$ cat src/hw/rtl/srg_pkg.sv
// Shared constants and types for the SCPI status register groups.
package srg_pkg;

  localparam int NUM_GROUPS    = 3;
  localparam int GRP_AW        = $clog2(NUM_GROUPS);
  localparam int NUM_SLOTS     = 5;
  localparam int BUS_W         = 16;
  localparam int REG_WIDTH_DEF = 16;
  localparam int EXT_W         = 32;

  typedef enum logic {
    REQ_READ  = 1'b0,
    REQ_WRITE = 1'b1
  } req_t;

  typedef enum logic [2:0] {
    SEL_ENABLE     = 3'd0,
    SEL_EVENT      = 3'd1,
    SEL_NEG_FILTER = 3'd2,
    SEL_POS_FILTER = 3'd3,
    SEL_CONDITION  = 3'd4
  } sel_t;

  typedef enum logic {
    ST_IDLE = 1'b0,
    ST_BUSY = 1'b1
  } state_t;

endpackage

$ cat src/hw/rtl/srg_ram.sv
// Generic single-port-write, single-port-read RAM with registered read data.
module srg_ram #(
  parameter int WIDTH = 16,
  parameter int DEPTH = 4,
  parameter int AW    = (DEPTH > 1) ? $clog2(DEPTH) : 1
) (
  input  logic             clk,
  input  logic             we,
  input  logic [AW-1:0]    waddr,
  input  logic [WIDTH-1:0] wdata,
  input  logic [AW-1:0]    raddr,
  output logic [WIDTH-1:0] rdata
);

  logic [WIDTH-1:0] mem [DEPTH];
  logic [WIDTH-1:0] rdata_r;

  always_ff @(posedge clk) begin
    if (we) begin
      mem[waddr] <= wdata;
    end
    rdata_r <= mem[raddr];
  end

  assign rdata = rdata_r;

endmodule

$ cat src/hw/rtl/scpi_status_register_groups_top.sv
// Three SCPI status register groups held as one packed entry per group in a RAM.
// Each access reads its group entry from the RAM, then modifies and writes it back
// with the output register loaded.
// Start is ignored while busy: each access finishes its RAM read and write back first.
// Reset: synchronous, active low; per-group valid bits make untouched groups read zero.
// The receiver cannot stall: out_valid is high for exactly one cycle per access.
module scpi_status_register_groups_top
  import srg_pkg::*;
#(
  parameter int REG_WIDTH = REG_WIDTH_DEF
) (
  input  logic             clk,
  input  logic             rst_n,
  input  logic             start,
  output logic             busy,
  input  logic             in_req_type,
  input  logic [1:0]       in_group_select,
  input  logic [2:0]       in_reg_select,
  input  logic [BUS_W-1:0] in_write_data,
  output logic             out_valid,
  output logic [BUS_W-1:0] out_read_data,
  output logic             out_access_error
);

  localparam int ENTRY_W = NUM_SLOTS * REG_WIDTH;

  state_t state_r, state_nxt;
  logic   accept;

  // captured transaction
  logic             req_r;
  logic [1:0]       grp_r;
  logic [2:0]       sel_r;
  logic [BUS_W-1:0] wd_r;

  logic [NUM_GROUPS-1:0] valid_r, valid_nxt;
  logic                  out_valid_r, out_valid_nxt;
  logic [BUS_W-1:0]      out_data_r, out_data_nxt;
  logic                  out_err_r, out_err_nxt;

  logic [ENTRY_W-1:0]   rdata, entry, entry_new;
  logic                 we;
  logic [GRP_AW-1:0]    gidx;
  logic                 bad;
  logic [REG_WIDTH-1:0] wdat, old_cond, rose, fell, result;
  logic [EXT_W-1:0]     wd_ext, res_ext;

  assign accept = start && (state_r == ST_IDLE);
  assign busy   = (state_r == ST_BUSY);
  assign gidx   = grp_r[GRP_AW-1:0];

  srg_ram #(
    .WIDTH (ENTRY_W),
    .DEPTH (NUM_GROUPS),
    .AW    (GRP_AW)
  ) u_ram (
    .clk   (clk),
    .we    (we),
    .waddr (gidx),
    .wdata (entry_new),
    .raddr (in_group_select[GRP_AW-1:0]),
    .rdata (rdata)
  );

  always_comb begin
    bad      = (32'(grp_r) >= NUM_GROUPS) ||
               !(sel_r inside {SEL_ENABLE, SEL_EVENT, SEL_NEG_FILTER,
                               SEL_POS_FILTER, SEL_CONDITION});
    entry    = valid_r[gidx] ? rdata : '0;
    wd_ext   = {{(EXT_W-BUS_W){1'b0}}, wd_r};
    wdat     = wd_ext[REG_WIDTH-1:0];
    old_cond = entry[SEL_CONDITION*REG_WIDTH +: REG_WIDTH];
    rose     = ~old_cond & wdat & entry[SEL_POS_FILTER*REG_WIDTH +: REG_WIDTH];
    fell     = old_cond & ~wdat & entry[SEL_NEG_FILTER*REG_WIDTH +: REG_WIDTH];
    entry_new = entry;
    entry_new[sel_r*REG_WIDTH +: REG_WIDTH] = wdat;
    if (sel_r == SEL_CONDITION) begin
      entry_new[SEL_EVENT*REG_WIDTH +: REG_WIDTH] =
        entry[SEL_EVENT*REG_WIDTH +: REG_WIDTH] | rose | fell;
    end
    result  = (req_r == REQ_WRITE) ? wdat : entry[sel_r*REG_WIDTH +: REG_WIDTH];
    res_ext = EXT_W'(result);
  end

  always_comb begin
    state_nxt     = state_r;
    valid_nxt     = valid_r;
    out_valid_nxt = 1'b0;
    out_data_nxt  = out_data_r;
    out_err_nxt   = out_err_r;
    we            = 1'b0;
    case (state_r)
      ST_IDLE: begin
        if (start) begin
          state_nxt = ST_BUSY;
        end
      end
      ST_BUSY: begin
        state_nxt     = ST_IDLE;
        out_valid_nxt = 1'b1;
        out_err_nxt   = bad;
        out_data_nxt  = bad ? '0 : res_ext[BUS_W-1:0];
        if (!bad && req_r == REQ_WRITE) begin
          we              = 1'b1;
          valid_nxt[gidx] = 1'b1;
        end
      end
      default: state_nxt = ST_IDLE;
    endcase
  end

  always_ff @(posedge clk) begin
    if (!rst_n) begin
      state_r     <= ST_IDLE;
      valid_r     <= '0;
      out_valid_r <= 1'b0;
    end else begin
      state_r     <= state_nxt;
      valid_r     <= valid_nxt;
      out_valid_r <= out_valid_nxt;
    end
  end

  always_ff @(posedge clk) begin
    if (accept) begin
      req_r <= in_req_type;
      grp_r <= in_group_select;
      sel_r <= in_reg_select;
      wd_r  <= in_write_data;
    end
    out_data_r <= out_data_nxt;
    out_err_r  <= out_err_nxt;
  end

  assign out_valid        = out_valid_r;
  assign out_read_data    = out_data_r;
  assign out_access_error = out_err_r;

endmodule

$ cat config.mk
export PLATFORM = sky130hd
export DESIGN_NAME = scpi_status_register_groups_top
export DESIGN_NICKNAME = d
export VERILOG_FILES = /design/src/hw/rtl/srg_pkg.sv /design/src/hw/rtl/srg_ram.sv /design/src/hw/rtl/scpi_status_register_groups_top.sv
export SDC_FILE = /design/constraint.sdc
export NUM_CORES = 1
export LEC_CHECK = 0
export ABC_AREA = 1
export BUFFER_PORTS_ARGS = -buffer_cell sky130_fd_sc_hd__buf_2
export CAP_MARGIN = 10
export CORE_ASPECT_RATIO = 1.1
export CORE_UTILIZATION = 56
export DETAILED_ROUTE_END_ITERATION = 8
export PLACE_DENSITY_LB_ADDON = 0.3
export SLEW_MARGIN = 20
export SYNTH_ARGS = -nofsm -noshare
export SYNTH_HDL_FRONTEND = slang
export SYNTH_SLANG_ARGS = --single-unit
$ cat constraint.sdc
create_clock -name clk -period 3.9 [get_ports clk]
set_input_delay 0.195 -clock clk [delete_from_list [all_inputs] [get_ports clk]]
set_output_delay 0.195 -clock clk [all_outputs]
set_load 0.05 [all_outputs]
==> results of run 1 <==
timing repair:
item / CTS / global route
hold buffers: 22 / 0
setup endpoints to repair: 0 / 0
resized for setup: 0 / 0
hold endpoints to repair: 24 / 0
setup buffers: 0 / 0
power groups by stage:
| stage | logic (mW) | clock network (mW) | registers (mW) |
|---|---|---|---|
| 2_1_floorplan | 0.260 | 0 | 4.41 |
| 3_3_place_gp | 0.439 | 0 | 4.39 |
| 3_5_place_dp | 0.452 | 0 | 4.39 |
| 4_1_cts | 0.471 | 3.76 | 4.31 |
| 5_1_grt | 0.516 | 3.90 | 4.32 |
| 6_report | 0.477 | 3.71 | 4.31 |
critical path, cell delays in order, from the launching register on:
cell and delay, ns:
edfxtp_1 0.42, inv_2 0.37, ha_1 0.29, nand2_1 0.12, nor2_2 0.56, buf_4 0.36
nor2_1 0.08, a21oi_1 0.14, o21ai_0 0.15
flip-flops by register name (all words and copies together), names as in the netlist:
signal / cells
u_ram.mem: 240
wd_r: 16
out_valid: 1
out_access_error: 1
gidx: 2
out_read_data: 16
u_ram.rdata: 80
valid_r: 3
req_r: 1
sel_r: 3
busy: 1
area by class of cell:
| type | count | area share [%] |
|---|---|---|
| multi-input combinational | 849 | 23.3 |
| clock inverter | 19 | 1.52 |
| inverter | 98 | 2.22 |
| timing repair buffer | 88 | 3.93 |
| sequential | 364 | 60.2 |
| tap | 346 | 2.59 |
| clock buffer | 49 | 6.18 |
cells in the mapped netlist:
cell type / number / area, µm²
edfxtp_1: 279 / 8380
nand2_1: 261 / 980
a21oi_1: 219 / 1100
nor2_1: 119 / 447
nand3_1: 114 / 571
inv_1: 93 / 349
dfxtp_1: 85 / 1700
o21ai_0: 66 / 330
clkbuf_1: 43 / 161
o21ai_1: 31 / 155
buf_2: 24 / 120
nand4_1: 20 / 125
buf_1: 8 / 30.0
buf_4: 5 / 37.5
inv_2: 5 / 18.8
ha_1: 4 / 50.1
o21a_1: 4 / 30.0
buf_6: 3 / 33.8
nand3_2: 2 / 20.0
nor3_1: 2 / 10.0
nand2_2: 1 / 6.26
nor2_2: 1 / 6.26
nor2_4: 1 / 11.3
nor2_8: 1 / 20.0
nor3b_2: 1 / 12.5
nor4_1: 1 / 6.26
o31ai_1: 1 / 7.51
logic make-up (layout without fill, tap and decap cells):
family | count (synthesis) | count (layout) | synth area share, %
AND/OR/NAND/NOR | 524 | 524 | 15.1
buffers and inverters | 181 | 254 | 5.10
adder cells (fa/ha/maj) | 4 | 4 | 0.340
flip-flops | 364 | 364 | 68.5
AO/OA/AOI/OAI | 321 | 321 | 11.0
through the flow:
| step | std cells | area, µm² | hold WS, ns | worst slack (ns) |
|---|---|---|---|---|
| 2_1_floorplan | 1394 | 14700 | 0.293 | 0.150 |
| 3_3_place_gp | 1723 | 15200 | 0.372 | 1.25 |
| 3_5_place_dp | 1723 | 15200 | 0.373 | 1.18 |
| 4_1_cts | 1813 | 16700 | 0.369 | 1.15 |
| 5_1_grt | 1813 | 16700 | 0.379 | 0.935 |
| 6_report | 1813 | 16700 | 0.385 | 1.10 |
routing by layer:
metal | track usage, % | part of all wire, % | wire, µm | vias up
li1 | - | - | - | 4916
met1 | 37.0 | 41 | 15000 | 5126
met2 | 46.6 | 48 | 17600 | 470
met3 | 4.59 | 7.7 | 2840 | 109
met4 | 10.8 | 3.4 | 1260 | 0
met5 | 0 | 0 | 0 | -
path summary, 6_finish.rpt:
| kind | from | to | slack, ns | cells past startpoint |
|---|---|---|---|---|
| min | in_write_data[13] | wd_r[13] | 0.39 | 2 |
| max reg2reg | sel_r[2] | u_ram.mem[1][20] | 1.10 | 8 |
| min reg2reg | valid_r[1] | valid_r[1] | 0.48 | 2 |
| max | sel_r[2] | u_ram.mem[1][20] | 1.10 | 8 |
==> impl_metrics.csv, run 1 <==
group,metric,value,unit
synth,netlist_area,14700,µm²
timing,relSlewSlack,26.6,%
timing,setup_viol,0,
clock_network,clock_sinks,364,
floorplanning,ios,44,
power,power,8.51,mW
finish,final_common_cell,"edfxtp_1",
finish,layout-drive-gt1-share,9.82,%
clock_network,root_buffer,"clkbuf_16",
timing,fmax,0.357,GHz
power,intPower,6.65,mW
timing,finalClockSkew,0.0126,ns
drt,first_pass_iters,5,
drt,antenna_left,0,
clock_network,htree_num_levels,2,
drt,drt-initial-drc-count,1097,
timing,fin_crit,2.80,ns
placement,io_buffers,43,
setup_path,cp-end-kind,"register",
setup_path,crit_required,4.12,ns
finish,antennaDiodeCount,0,
finish,areaGrowthSynthToFinish,13.7,%
floorplanning,initial_core_util,57.5,%
finish,regArea,10100,µm²
drt,drc,0,
finish,nFillCells,1923,
floorplanning,die_h,172,µm
synth,synth_fp_nets,1423,
floorplanning,die-area,26900,µm²
power,vdd_ir_drop_max,351,µV
power,clock_power_share,43.7,%
global_route,overflow,0,
timing,slew_violations,0,
clock_network,cts_tree,"done",
power,switching_share,21.8,%
setup_path,path_class,"register to register",
synth,synth_seq_cells,364,
power,power_per_cell_area,508,nW/µm²
synth,syn-instance-count,1394,
job,maxCapViolCount,0,
timing,fin_crit_sh,71.9,%
hold_path,hold_path_class,"input port to register",
floorplanning,rows,61,
drt,vias,10621,
global_route,grt_antenna_before_repair,0,
drt,wl_per_cell,20.3,µm
placement,place_congestion,0.837,
drt,drt-total-wl,36.7,mm
synth,yosys_warnings,0,
clock_network,cts_buffers,37,
timing,setup-tns-final,0,ns
setup_path,critical_path_arrival,3.02,ns
clock_network,clkLatencyLatePin,0.52,ns
finish,finalNetCount,1467,
finish,multi_input_area,3900,µm²
clock_network,clkTransAtPathRegs,0.06,ns
setup_path,startpoint_type,"register",
finish,post-route-util,65.4,%
power,p_sw,1.86,mW
global_route,grt_max_degree,82,
power,power_leakage,6.34,nW
timing,worstMarginPinSlew,1.10,ns
global_route,grt_pass1_wl,56.2,mm
timing,rsz0062_at_grt,"false",
power,p_seq_share,50.7,%
floorplanning,die_x,157,µm
synth,syn_avg_cell_area,10.6,µm²
global_route,grt_usage,28.0,%
finish,layout_common_cells,"edfxtp_1 (279), nand2_1 (261), a21oi_1 (219)",
synth,yosysSeqAreaShare,68.5,%
outcome,status,"finished, final reports clean",
timing,hold_viol_final,0,
floorplanning,core_area,25600,µm²
placement,hpwl,19.7,mm
drt,vias_per_cell,5.86,
power,combPwrFrac,5.6,%
clock_network,cts_max_path_buffers,3,
synth,yosysUniqueCellTypes,27,
setup_path,path_max_fanout,20,
global_route,grt_pass1_vias,10213,
Power figures use the tool's default switching activity.
==> run 2: changes to the inputs <==
Settings changed: ABC_AREA 1 to 0, CORE_UTILIZATION 56 to 61.
Clock period 3.9 ns to 2.8 ns, I/O delays scaled along.
==> impl_metrics.csv, run 2 <==
group,metric,value,unit
global_route,grt_usage,27.7,%
synth,netlist_area,14200,µm²
global_route,grt_pass1_wl,48.9,mm
global_route,grt_antenna_before_repair,0,
timing,rsz0062_at_grt,"false",
synth,synth_area_leaders,"edfxtp_1 (59%), dfxtp_1 (12%), mux2i_1 (5.6%)",
timing,finalClockSkew,0.0157,ns
placement,place_congestion,0.826,
timing,slew_violations,0,
setup_path,crit_required,3.06,ns
synth,synthTopCellsByCount,"edfxtp_1 (279), nand2_1 (146), o21ai_0 (128), dfxtp_1 (85), mux2i_1 (80)",
synth,yosysUniqueCellTypes,38,
hold_path,hold_path_class,"input port to register",
floorplanning,ios,44,
synth,yosysSeqAreaShare,71.1,%
finish,areaGrowthSynthToFinish,14.6,%
drt,wl_per_cell,22.5,µm
finish,nFillCells,1491,
timing,whs,0.167,ns
timing,hold_viol_final,0,
placement,postPlaceCellArea,14900,µm²
drt,first_pass_iters,6,
synth,synth_fp_nets,1064,
setup_path,startpoint,"gidx[1]",
floorplanning,die_x,147,µm
clock_network,clkTransAtPathRegs,0.06,ns
setup_path,rr_startpoint,"gidx[1]",
finish,layout-drive-gt1-share,14.3,%
synth,synth_seq_cells,364,
placement,io_buffers,43,
synth,yosys_warnings,0,
drt,drt-initial-drc-count,875,
power,power,11.2,mW
timing,relSlewSlack,23.4,%
synth,synth_edf_count,279,
floorplanning,die_h,162,µm
drt,vias_per_cell,6.25,
clock_network,root_buffer,"clkbuf_16",
synth,async_flop_share,0,%
finish,final_common_cell,"edfxtp_1",
timing,worstMarginPinSlew,1.15,ns
power,power_per_cell_area,691,nW/µm²
floorplanning,die-area,23900,µm²
timing,fin_crit,2.51,ns
synth,synth.most_common_cell,"edfxtp_1",
synth,yosysTopAreaCellShare,59.1,%
finish,stdcell_area,16300,µm²
finish,largest_register_ffs,240,
drt,drt-total-wl,32.2,mm
finish,layout_common_cells,"edfxtp_1 (279), nand2_1 (146), o21ai_0 (128)",
drt,drc,0,
global_route,overflow,0,
synth,syn-instance-count,1035,
hold_path,min-delay-start,"in_group_select[1]",
clock_network,cts_max_path_buffers,3,
clock_network,clkLatencyLatePin,0.52,ns
job,maxCapViolCount,0,
setup_path,rrSetupSlack,0.29,ns
timing,fin_crit_sh,89.5,%
setup_path,cp-end-kind,"register",
finish,post-route-util,71.1,%
drt,antenna_left,0,
clock_network,cts_buffers,36,
floorplanning,core_area,22900,µm²
finish,antennaDiodeCount,0,
timing,setup_viol,0,
power,power_leakage,5.76,nW
setup_path,path_class,"register to register",
synth,synthFlopType,"edfxtp_1",
setup_path,critical_path_arrival,2.77,ns
finish,largest_register,"u_ram.mem",
synth,syn_avg_cell_area,13.7,µm²
clock_network,postCtsResizedCells,0,
clock_network,clock_sinks,364,
finish,fin_cells,1432,
timing,fmax,0.399,GHz
placement,dp_cells,1347,
global_route,grt_max_degree,82,
setup_path,startpoint_type,"register",
setup_path,path_max_fanout,16,
synth,synth_area_leader_cell,"edfxtp_1",
outcome,status,"finished, final reports clean",
drt,vias,8949,
floorplanning,rows,58,
floorplanning,initial_core_util,62.1,%
clock_network,htree_num_levels,2,
placement,hpwl,18.1,mm
power,vdd_ir_drop_max,564,µV
clock_network,cts_tree,"done",
finish,finalNetCount,1135,
global_route,grt_pass1_vias,8692,
run 2: cell types whose count changed after synthesis, sizes merged, moves of 17 or more:
cell	previous run	this run
a21oi	219	1
inv	98	7
mux2i	0	81
nand2	262	146
nand2b	0	17
nand3	116	65
nor2	122	4
o21ai	97	160
run 2: worst paths after layout:
kind	depth (start not counted)	to
worst min-delay path	3	u_ram.rdata[79]
worst min register to register	2	u_ram.rdata[52]
worst max register to register	4	out_read_data[3]
worst max-delay path	4	out_read_data[3]
run 2: cell families (layout without fill, tap and decap cells):
| logic type | after synthesis | in the layout | share of synthesized area [%] |
|---|---|---|---|
| compound gates | 218 | 218 | 8.67 |
| fa+ha+maj | 4 | 4 | 0.353 |
| buf+inv | 76 | 173 | 2.42 |
| flops | 364 | 364 | 71.1 |
| mux | 97 | 97 | 8.28 |
| simple gates | 276 | 276 | 9.23 |
run 2: what timing repair did:
action / in CTS / in global routing
hold buffers: 21 / 0
buffers inserted: 0 / 0
endpoints found under the hold margin: 25 / 0
run 2: routing by layer:
layer	wire, µm	GRT usage [%]
met1	12800	36.9
met2	15400	44.9
met3	2860	5.20
met4	1070	11.8
met5	0	0
run 2: report_power, final:
part | leakage (nW) | internal, mW | switching (mW)
logic | 1.93 | 0.228 | 0.405
clock network | 0.559 | 2.69 | 1.91
registers | 3.28 | 5.91 | 0.0961
total | 5.76 | 8.82 | 2.41
run 2: through the flow:
stage          TNS [ns]  setup WS [ns]
6_report              0          0.293
5_1_grt               0          0.214
4_1_cts               0          0.353
3_5_place_dp          0          0.386
3_3_place_gp          0          0.409
2_1_floorplan   -255.26          -1.57
run 2: cell type report:
| cell class | instances | area [µm²] | share of cell area, % |
|---|---|---|---|
| inverters | 7 | 31.3 | 0.192 |
| clock inverters | 16 | 129 | 0.793 |
| flip-flops and latches | 364 | 10100 | 62.0 |
| well taps | 300 | 375 | 2.31 |
| clock buffers | 48 | 997 | 6.13 |
| repair buffers | 102 | 816 | 5.02 |
| multi-input cells | 595 | 3830 | 23.6 |
run 2: worst max-delay path: stages, from the launching register on:
cell and delay [ns]:
edfxtp_1 0.51, mux2i_2 0.25, o31ai_4 0.93, nand2_1 0.11
a31oi_1 0.45
